`config.mk`:
```
export PLATFORM = sky130hd
export DESIGN_NAME = rounded_rect_outline_overlay_top
export DESIGN_NICKNAME = d
export VERILOG_FILES = /design/src/hdl/rro_pkg.sv /design/src/hdl/rro_cfg.sv /design/src/hdl/rro_pipe_ctrl.sv /design/src/hdl/rro_dim.sv /design/src/hdl/rro_shape.sv /design/src/hdl/rounded_rect_outline_overlay_top.sv
export SDC_FILE = /design/constraint.sdc
export NUM_CORES = 2
export LEC_CHECK = 0
export CORE_ASPECT_RATIO = 2
export CORE_MARGIN = 2
export CORE_UTILIZATION = 48
export DETAILED_ROUTE_END_ITERATION = 8
export DONT_BUFFER_PORTS = 1
export GPL_TIMING_DRIVEN = 0
export PLACE_DENSITY = 0.66
export SLEW_MARGIN = 10
export SYNTH_ARGS = -nofsm -noshare
export SYNTH_HDL_FRONTEND = slang
export SYNTH_SLANG_ARGS = --single-unit
```
`constraint.sdc`:
```
create_clock -name clk -period 36.2 [get_ports clk]
set_input_delay 10.86 -clock clk [delete_from_list [all_inputs] [get_ports clk]]
set_output_delay 10.86 -clock clk [all_outputs]
set_load 0.005 [all_outputs]
```
`src/hdl/rro_pkg.sv`:
```
// shared types and constants of the rounded rectangle outline overlay
package rro_pkg;

	localparam int COORD_BITS = 13;
	localparam int CH_W       = 8;
	localparam int COLOR_W    = 32;
	localparam int CFG_IDX_W  = 3;
	localparam int CFG_DATA_W = 32;
	// signed working width for edges, clamped centers and deltas
	localparam int POS_W      = COORD_BITS + 3;

	typedef logic [COORD_BITS-1:0] coord_t;
	typedef logic signed [POS_W-1:0] pos_t;
	typedef logic [CH_W-1:0] chan_t;

	localparam chan_t RADIUS_RST  = 8'd10;
	localparam chan_t STROKE_RST  = 8'd3;
	localparam logic [COLOR_W-1:0] COLOR_RST = 32'hE031_31FF;
	localparam chan_t DIM_RST     = 8'd215;

	typedef enum logic [CFG_IDX_W-1:0] {
		CFG_CORNER_A_X    = 3'd0,
		CFG_CORNER_A_Y    = 3'd1,
		CFG_CORNER_B_X    = 3'd2,
		CFG_CORNER_B_Y    = 3'd3,
		CFG_CORNER_RAD    = 3'd4,
		CFG_OUTLINE_WIDTH = 3'd5,
		CFG_OUTLINE_CLR   = 3'd6,
		CFG_DIM_FACTOR    = 3'd7
	} cfg_idx_e;

	typedef struct packed {
		coord_t              corner_a_x;
		coord_t              corner_a_y;
		coord_t              corner_b_x;
		coord_t              corner_b_y;
		chan_t               corner_radius;
		chan_t               outline_width;
		logic [COLOR_W-1:0]  outline_color;
		chan_t               dim_factor;
	} cfg_t;

	typedef struct packed {
		coord_t pixel_x;
		coord_t pixel_y;
		chan_t  in_red;
		chan_t  in_green;
		chan_t  in_blue;
		chan_t  in_alpha;
		logic   overlay_enable;
	} pix_in_t;

	typedef struct packed {
		chan_t out_red;
		chan_t out_green;
		chan_t out_blue;
		chan_t out_alpha;
	} pix_out_t;

	// load strobes of the four pipeline stages
	typedef struct packed {
		logic s1;
		logic s2;
		logic s3;
		logic s4;
	} stage_ld_t;

endpackage

```
`src/hdl/rro_cfg.sv`:
```
// configuration register file of the overlay
module rro_cfg (
	input  logic                             clk,
	input  logic                             arst_n,
	input  logic                             cfg_we,
	input  logic [rro_pkg::CFG_IDX_W-1:0]    cfg_idx,
	input  logic [rro_pkg::CFG_DATA_W-1:0]   cfg_wdata,
	output rro_pkg::cfg_t                    cfg
);

	rro_pkg::cfg_t cfg_q;

	always_ff @(posedge clk or negedge arst_n) begin
		if (!arst_n) begin
			cfg_q.corner_a_x    <= '0;
			cfg_q.corner_a_y    <= '0;
			cfg_q.corner_b_x    <= '0;
			cfg_q.corner_b_y    <= '0;
			cfg_q.corner_radius <= rro_pkg::RADIUS_RST;
			cfg_q.outline_width <= rro_pkg::STROKE_RST;
			cfg_q.outline_color <= rro_pkg::COLOR_RST;
			cfg_q.dim_factor    <= rro_pkg::DIM_RST;
		end else if (cfg_we) begin
			unique case (rro_pkg::cfg_idx_e'(cfg_idx))
				rro_pkg::CFG_CORNER_A_X: begin
					cfg_q.corner_a_x <= cfg_wdata[rro_pkg::COORD_BITS-1:0];
				end
				rro_pkg::CFG_CORNER_A_Y: begin
					cfg_q.corner_a_y <= cfg_wdata[rro_pkg::COORD_BITS-1:0];
				end
				rro_pkg::CFG_CORNER_B_X: begin
					cfg_q.corner_b_x <= cfg_wdata[rro_pkg::COORD_BITS-1:0];
				end
				rro_pkg::CFG_CORNER_B_Y: begin
					cfg_q.corner_b_y <= cfg_wdata[rro_pkg::COORD_BITS-1:0];
				end
				rro_pkg::CFG_CORNER_RAD: begin
					cfg_q.corner_radius <= cfg_wdata[rro_pkg::CH_W-1:0];
				end
				rro_pkg::CFG_OUTLINE_WIDTH: begin
					cfg_q.outline_width <= cfg_wdata[rro_pkg::CH_W-1:0];
				end
				rro_pkg::CFG_OUTLINE_CLR: begin
					cfg_q.outline_color <= cfg_wdata[rro_pkg::COLOR_W-1:0];
				end
				rro_pkg::CFG_DIM_FACTOR: begin
					cfg_q.dim_factor <= cfg_wdata[rro_pkg::CH_W-1:0];
				end
				default: begin
				end
			endcase
		end
	end

	assign cfg = cfg_q;

endmodule

```
`src/hdl/rro_pipe_ctrl.sv`:
```
// valid bits and stall chain of the four stage pipeline
module rro_pipe_ctrl (
	input  logic                  clk,
	input  logic                  arst_n,
	input  logic                  pix_valid,
	output logic                  pix_ready,
	output logic                  res_valid,
	input  logic                  res_ready,
	output rro_pkg::stage_ld_t    ld
);

	logic v_s1, v_s2, v_s3, v_s4;
	logic rdy1, rdy2, rdy3, rdy4;

	// a stage takes new data when empty or when its content moves on
	always_comb begin
		rdy4 = !v_s4 || res_ready;
		rdy3 = !v_s3 || rdy4;
		rdy2 = !v_s2 || rdy3;
		rdy1 = !v_s1 || rdy2;
	end

	always_ff @(posedge clk or negedge arst_n) begin
		if (!arst_n) begin
			v_s1 <= 1'b0;
			v_s2 <= 1'b0;
			v_s3 <= 1'b0;
			v_s4 <= 1'b0;
		end else begin
			if (rdy1) v_s1 <= pix_valid;
			if (rdy2) v_s2 <= v_s1;
			if (rdy3) v_s3 <= v_s2;
			if (rdy4) v_s4 <= v_s3;
		end
	end

	assign ld.s1     = rdy1;
	assign ld.s2     = rdy2;
	assign ld.s3     = rdy3;
	assign ld.s4     = rdy4;
	assign pix_ready = rdy1;
	assign res_valid = v_s4;

endmodule

```
`src/hdl/rro_dim.sv`:
```
// color dimming: channel * dim / 255, three stages
module rro_dim (
	input  logic                clk,
	input  rro_pkg::stage_ld_t  ld,
	input  rro_pkg::pix_in_t    pix,
	input  rro_pkg::chan_t      dim_factor,
	output rro_pkg::pix_out_t   dim_s3
);

	localparam int PROD_W = 2 * rro_pkg::CH_W;

	logic [PROD_W-1:0] pr_s1, pg_s1, pb_s1;
	rro_pkg::chan_t    a_s1;
	rro_pkg::pix_out_t q_s2;

	// exact x / 255 for x <= 255*255: (x + (x >> 8) + 1) >> 8
	function automatic rro_pkg::chan_t div255(input logic [PROD_W-1:0] p);
		logic [PROD_W:0] t;
		t = (PROD_W+1)'(p) + (PROD_W+1)'(p[PROD_W-1:rro_pkg::CH_W]) + (PROD_W+1)'(1);
		return t[PROD_W-1:rro_pkg::CH_W];
	endfunction

	always_ff @(posedge clk) begin
		if (ld.s1) begin
			pr_s1 <= PROD_W'(pix.in_red) * PROD_W'(dim_factor);
			pg_s1 <= PROD_W'(pix.in_green) * PROD_W'(dim_factor);
			pb_s1 <= PROD_W'(pix.in_blue) * PROD_W'(dim_factor);
			a_s1  <= pix.in_alpha;
		end
		if (ld.s2) begin
			q_s2.out_red   <= div255(pr_s1);
			q_s2.out_green <= div255(pg_s1);
			q_s2.out_blue  <= div255(pb_s1);
			q_s2.out_alpha <= a_s1;
		end
		if (ld.s3) begin
			dim_s3 <= q_s2;
		end
	end

endmodule

```
`src/hdl/rro_shape.sv`:
```
// outer / inner rounded rectangle test, three stages plus final compare
module rro_shape (
	input  logic                clk,
	input  rro_pkg::stage_ld_t  ld,
	input  rro_pkg::pix_in_t    pix,
	input  rro_pkg::cfg_t       cfg,
	output logic                hit
);

	localparam int POS_W = rro_pkg::POS_W;
	localparam int EXT_C = POS_W - rro_pkg::COORD_BITS;
	localparam int EXT_R = POS_W - rro_pkg::CH_W;
	// deltas stay within +-2^(COORD_BITS+1)
	localparam int SQ_W  = 2 * (rro_pkg::COORD_BITS + 1);
	localparam int RR_W  = 2 * rro_pkg::CH_W;

	// delta from the point to its clamped corner center on one axis
	function automatic rro_pkg::pos_t axis_delta(
		input rro_pkg::pos_t p,
		input rro_pkg::pos_t e_lo,
		input rro_pkg::pos_t e_hi,
		input rro_pkg::pos_t r
	);
		rro_pkg::pos_t lo, hi, c;
		lo = e_lo + r;
		hi = e_hi - r;
		if (p < lo) c = lo;
		else if (p >= hi) c = hi - rro_pkg::pos_t'(1);
		else c = p;
		return p - c;
	endfunction

	// stage 1: box edges, inset edges, box membership
	rro_pkg::coord_t left, right, top, bottom;
	rro_pkg::pos_t   s_ext, r_ext;
	logic            inbox;

	rro_pkg::pos_t x_s1, y_s1;
	rro_pkg::pos_t olx_s1, ohx_s1, oly_s1, ohy_s1;
	rro_pkg::pos_t ilx_s1, ihx_s1, ily_s1, ihy_s1;
	logic          en_s1;

	always_comb begin
		left   = (cfg.corner_a_x < cfg.corner_b_x) ? cfg.corner_a_x : cfg.corner_b_x;
		right  = (cfg.corner_a_x > cfg.corner_b_x) ? cfg.corner_a_x : cfg.corner_b_x;
		top    = (cfg.corner_a_y < cfg.corner_b_y) ? cfg.corner_a_y : cfg.corner_b_y;
		bottom = (cfg.corner_a_y > cfg.corner_b_y) ? cfg.corner_a_y : cfg.corner_b_y;
		s_ext  = {{EXT_R{1'b0}}, cfg.outline_width};
		r_ext  = {{EXT_R{1'b0}}, cfg.corner_radius};
		inbox  = pix.overlay_enable
			&& (pix.pixel_x >= left) && (pix.pixel_x <= right)
			&& (pix.pixel_y >= top) && (pix.pixel_y <= bottom);
	end

	always_ff @(posedge clk) begin
		if (ld.s1) begin
			x_s1   <= {{EXT_C{1'b0}}, pix.pixel_x};
			y_s1   <= {{EXT_C{1'b0}}, pix.pixel_y};
			olx_s1 <= {{EXT_C{1'b0}}, left};
			ohx_s1 <= {{EXT_C{1'b0}}, right};
			oly_s1 <= {{EXT_C{1'b0}}, top};
			ohy_s1 <= {{EXT_C{1'b0}}, bottom};
			ilx_s1 <= rro_pkg::pos_t'({{EXT_C{1'b0}}, left}) + s_ext;
			ihx_s1 <= rro_pkg::pos_t'({{EXT_C{1'b0}}, right}) - s_ext;
			ily_s1 <= rro_pkg::pos_t'({{EXT_C{1'b0}}, top}) + s_ext;
			ihy_s1 <= rro_pkg::pos_t'({{EXT_C{1'b0}}, bottom}) - s_ext;
			en_s1  <= inbox;
		end
	end

	// stage 2: clamp to corner centers, deltas
	rro_pkg::pos_t dxo_s2, dyo_s2, dxi_s2, dyi_s2;
	logic          en_s2;

	always_ff @(posedge clk) begin
		if (ld.s2) begin
			dxo_s2 <= axis_delta(x_s1, olx_s1, ohx_s1, r_ext);
			dyo_s2 <= axis_delta(y_s1, oly_s1, ohy_s1, r_ext);
			dxi_s2 <= axis_delta(x_s1, ilx_s1, ihx_s1, r_ext);
			dyi_s2 <= axis_delta(y_s1, ily_s1, ihy_s1, r_ext);
			en_s2  <= en_s1;
		end
	end

	// stage 3: squares
	logic signed [2*POS_W-1:0] mxo, myo, mxi, myi;
	logic [SQ_W-1:0]           sxo_s3, syo_s3, sxi_s3, syi_s3;
	logic [RR_W-1:0]           rr_s3;
	logic                      en_s3;

	always_comb begin
		mxo = dxo_s2 * dxo_s2;
		myo = dyo_s2 * dyo_s2;
		mxi = dxi_s2 * dxi_s2;
		myi = dyi_s2 * dyi_s2;
	end

	always_ff @(posedge clk) begin
		if (ld.s3) begin
			sxo_s3 <= mxo[SQ_W-1:0];
			syo_s3 <= myo[SQ_W-1:0];
			sxi_s3 <= mxi[SQ_W-1:0];
			syi_s3 <= myi[SQ_W-1:0];
			rr_s3  <= RR_W'(cfg.corner_radius) * RR_W'(cfg.corner_radius);
			en_s3  <= en_s2;
		end
	end

	// distance compare, feeds the output register
	logic [SQ_W:0] sum_o, sum_i, rr_ext;
	logic          in_outer, in_inner;

	always_comb begin
		sum_o    = (SQ_W+1)'(sxo_s3) + (SQ_W+1)'(syo_s3);
		sum_i    = (SQ_W+1)'(sxi_s3) + (SQ_W+1)'(syi_s3);
		rr_ext   = (SQ_W+1)'(rr_s3);
		in_outer = sum_o <= rr_ext;
		in_inner = sum_i <= rr_ext;
		hit      = en_s3 && in_outer && !in_inner;
	end

endmodule

```
`src/hdl/rounded_rect_outline_overlay_top.sv`:
```
// top level of the rounded rectangle outline overlay
//
// one pixel beat in, one pixel beat out. the block takes a pixel on every
// clock while the result side keeps up, and each pixel then goes through the
// stages in order: stage one does the corner min/max, stroke inset
// and the 8x8 dim products, stage two clamps to the corner-circle centers and
// divides by 255, stage three squares the deltas, stage four is the output
// register that selects outline color or dimmed pixel. when the result side
// stalls, the stages fill up behind the output register and the pixel side
// stops only once all four are full. configuration registers are read live by
// every stage, so write them only while no pixel is in flight.
module rounded_rect_outline_overlay_top (
	input  logic                             clk,
	input  logic                             arst_n,
	// pixel channel
	input  logic                             pix_valid,
	output logic                             pix_ready,
	input  rro_pkg::pix_in_t                 pix_data,
	// result channel
	output logic                             res_valid,
	input  logic                             res_ready,
	output rro_pkg::pix_out_t                res_data,
	// register write port
	input  logic                             cfg_we,
	input  logic [rro_pkg::CFG_IDX_W-1:0]    cfg_idx,
	input  logic [rro_pkg::CFG_DATA_W-1:0]   cfg_wdata
);

	rro_pkg::cfg_t      cfg;
	rro_pkg::stage_ld_t ld;
	rro_pkg::pix_out_t  dim_s3;
	rro_pkg::pix_out_t  res_s4;
	logic               hit;

	rro_cfg u_cfg (
		.clk       (clk),
		.arst_n    (arst_n),
		.cfg_we    (cfg_we),
		.cfg_idx   (cfg_idx),
		.cfg_wdata (cfg_wdata),
		.cfg       (cfg)
	);

	// valid bits and per-stage load strobes
	rro_pipe_ctrl u_ctrl (
		.clk       (clk),
		.arst_n    (arst_n),
		.pix_valid (pix_valid),
		.pix_ready (pix_ready),
		.res_valid (res_valid),
		.res_ready (res_ready),
		.ld        (ld)
	);

	// dimmed pixel, ready at the end of stage three
	rro_dim u_dim (
		.clk        (clk),
		.ld         (ld),
		.pix        (pix_data),
		.dim_factor (cfg.dim_factor),
		.dim_s3     (dim_s3)
	);

	// outline hit, ready from the stage three registers
	rro_shape u_shape (
		.clk (clk),
		.ld  (ld),
		.pix (pix_data),
		.cfg (cfg),
		.hit (hit)
	);

	// output register: outline color replaces the whole pixel on a hit
	always_ff @(posedge clk) begin
		if (ld.s4) begin
			if (hit) begin
				res_s4.out_red   <= cfg.outline_color[31:24];
				res_s4.out_green <= cfg.outline_color[23:16];
				res_s4.out_blue  <= cfg.outline_color[15:8];
				res_s4.out_alpha <= cfg.outline_color[7:0];
			end else begin
				res_s4 <= dim_s3;
			end
		end
	end

	assign res_data = res_s4;

endmodule

```
==> flow_summary.yaml <==
cts:
  cts_sinks: 588
  cts_tree: "built"
  cts_buffers: 59
  postCtsSetupRepairBufs: 0
  clk_path_buf_depth: 3
  ctsRootBufferMaster: "clkbuf_16"
  cts_resized: 0
  htree_levels: 2
  clk_pin_slew_ns: 0.07
  insertion_delay_ns: 0.67
  ctsHoldBuffers: 0
worst_setup_path:
  cp.arrival_ns: 13.16
  crit_type: "in2out"
  required_ns: 25.34
  end_kind: "output port"
  cp-start-kind: "input pin"
  crit_fanout: 14
layout:
  multi_input_area_sq_mm: 0.05246
  synthToLayoutAreaGrowth_pct: 6.353
  ff_latch_area_sq_mm: 0.01713
  nFillCells: 14590
  drive_gt1_share_pct: 4.643
  nets: 9732
grt:
  grt_use_total_pct: 22.98
  use_met3_pct: 2.689
  grt_overflow: 0
  grt_pass1_wl_um: 293700
  grt_use_met1_pct: 30.05
  grt_max_degree: 113
  top_usage_layer: "met2"
  antenna_found_initial: 6
  grt_pass1_vias: 54160
  grt_use_met2_pct: 40.03
floorplan:
  ios: 133
  die_w_um: 285.9
  die_y_um: 567.8
  rows: 207
  die_area_sq_mm: 0.1623
  core_sq_mm: 0.1585
  start_util_pct: 48.13
run:
  cap_viol_max_count: 0
yosys:
  synth_area_leaders: "fa_1, edfxtp_1, ha_1"
  synth_top_area_share_pct: 25.74
  netlist-cell-type-count: 89
  yosysWarnings: 0
  netlist_instances: 7690
  ys_ff_latch: 588
  yosys.area.top_type: "fa_1"
  synth_async_sr_flop_share_pct: 19.05
  avgSynthCellArea_sq_um: 9.921
  syn_nets: 9654
  synthFlopType: "edfxtp_1"
  ys_seq_area_share_pct: 22.45
  synth_area_sq_mm: 0.07629
  synth-edff-count: 476
timing:
  hold_viol_final: 0
  max_freq_mhz: 41.63
  min_period_over_period_pct: 66.35
  min_period_ns: 24.02
  tightest_slew_ns: 1.055
  rsz0062_at_grt: "false"
  relSlewSlack_pct: 29.65
  drv_slew: 0
  finalClockSkew_ns: 0.03971
  setup_viol: 0
  fin_setup_tns_ns: 0
route:
  drc: 0
  drt_first_pass_iters: 6
  totalWireLength_um: 182500
  antenna_left: 0
  vias_per_cell: 5.253
  wl_per_cell_um: 18.42
  first_iter_violations: 3009
  vias: 52060
worst_hold_path:
  worstHoldPathType: "reg2reg"
status:
  outcome: "finished, final reports clean"
placement:
  place_congestion: 0.9203
  portBuffers: 0
  hpwl_um: 151700
[state kept, by name, indices dropped and copies added, names as in the netlist, 27 cells and up]
signal	count
u_shape.sxo_s3	27
u_shape.syi_s3	27
res_data	32
u_shape.sxi_s3	27
u_cfg.cfg	108
u_dim.dim_s3	32
u_dim.q_s2	32
u_shape.syo_s3	27
[cell families (layout without fill, tap and decap cells)]
family / count (synthesis) / after routing / synth area share (%)
adder cells (fa/ha/maj): 1866 / 1866 / 40.25
buffers and inverters: 1783 / 1912 / 8.813
AND/OR/NAND/NOR: 1733 / 1733 / 11.02
AO/OA/AOI/OAI: 1034 / 1034 / 8.774
flip-flops: 588 / 588 / 22.45
XOR/XNOR: 456 / 456 / 5.235
multiplexers: 230 / 230 / 3.454
other: 0 / 2 / 0
[stage by stage]
stage               utilization [%]  area (sq um)  hold slack, ns  worst slack [ns]  std cells
global route                  51.19         81140          0.4236             12.07       9910
detailed placement            49.96         79190          0.4045             12.24       9797
CTS                           51.19         81130          0.4172             12.22       9909
global placement              49.78         78910          0.4009             5.950       9780
finish                        51.19         81140          0.4152             12.18       9911
floorplan                         -         76290          0.4003             8.989       7690
[metal layers]
metal  share of wire, %  wire, um  up-vias
met1                 43     77770    25620
li1                   -         -    25040
met5                  0         0        -
met2                 50     90390     1160
met4                3.0      5515        0
met3                4.8      8839      236
[area by class of cell]
| class | count | share of cell area [%] |
|---|---|---|
| antenna | 2 | 0.006168 |
| buffer | 148 | 0.7232 |
| clock buffer | 77 | 1.992 |
| clock inverter | 35 | 0.4056 |
| inverter | 1635 | 7.564 |
| multi-input combinational | 5319 | 64.65 |
| sequential | 588 | 21.11 |
| tap | 2090 | 3.223 |
| timing repair buffer | 17 | 0.3207 |
[cell usage in the layout, fill, tap and decap left out, types with 45 or more instances in the layout]
cell type	count
o21ai_0	221
a21oi_1	260
inv_1	1633
o21a_1	88
ha_1	884
nor2_1	369
nand3_1	74
and2_1	302
mux2_2	146
nor2b_1	70
xnor2_1	343
a21o_1	130
dfrtp_1	85
xor2_1	113
nor3_1	76
mux2i_1	54
nand2b_1	67
and3_1	45
nand2_1	579
fa_1	981
edfxtp_1	476
clkbuf_1	148
clkbuf_16	61
[final timing paths]
| path | startpoint | endpoint | slack [ns] | cells after the start |
|---|---|---|---|---|
| max in group asynchronous | arst_n | u_cfg.cfg[29] | 25.99 | 0 |
| worst min register to register | u_dim.q_s2[8] | u_dim.dim_s3[8] | 0.42 | 0 |
| min in group asynchronous | arst_n | u_cfg.cfg[80] | 9.89 | 0 |
| worst max-delay path | res_ready | pix_ready | 12.18 | 5 |
| worst max register to register | u_cfg.cfg[49] | u_shape.dyi_s2[14] | 27.25 | 32 |
| worst min-delay path | u_dim.q_s2[8] | u_dim.dim_s3[8] | 0.42 | 0 |
[worst max-delay path, stage by stage]
cell	delay (ns)
nor2b_1	0.76
nand4_1	0.75
buf_6	0.41
buf_6	0.18
buf_8	0.16
[cell usage after synthesis (10+ instances only)]
master     count
a2111oi_0     13
a211oi_1      40
a21boi_0      36
a21o_1       130
a21oi_1      260
a311oi_1      11
a31oi_1       22
and2_1       302
and3_1        45
clkbuf_1     135
dfrtp_1       85
dfstp_2       27
edfxtp_1     476
fa_1         981
ha_1         884
inv_1       1634
mux2_2       146
mux2_4        30
mux2i_1       54
nand2_1      580
nand2b_1      67
nand3_1       75
nand4_1       32
nand4b_1      10
nor2_1       369
nor2b_1       70
nor3_1        76
nor3b_1       12
nor4_1        16
o2111ai_1     17
o211ai_1      30
o21a_1        88
o21ai_0      221
o21ai_1       21
o21bai_1      40
o31ai_1       13
or2_2         19
or3_1         28
xnor2_1      343
xor2_1       113
Power is left out: the tool's default activity adds up to more than one toggle a clock period on the data nets, which glitch-free logic cannot reach.
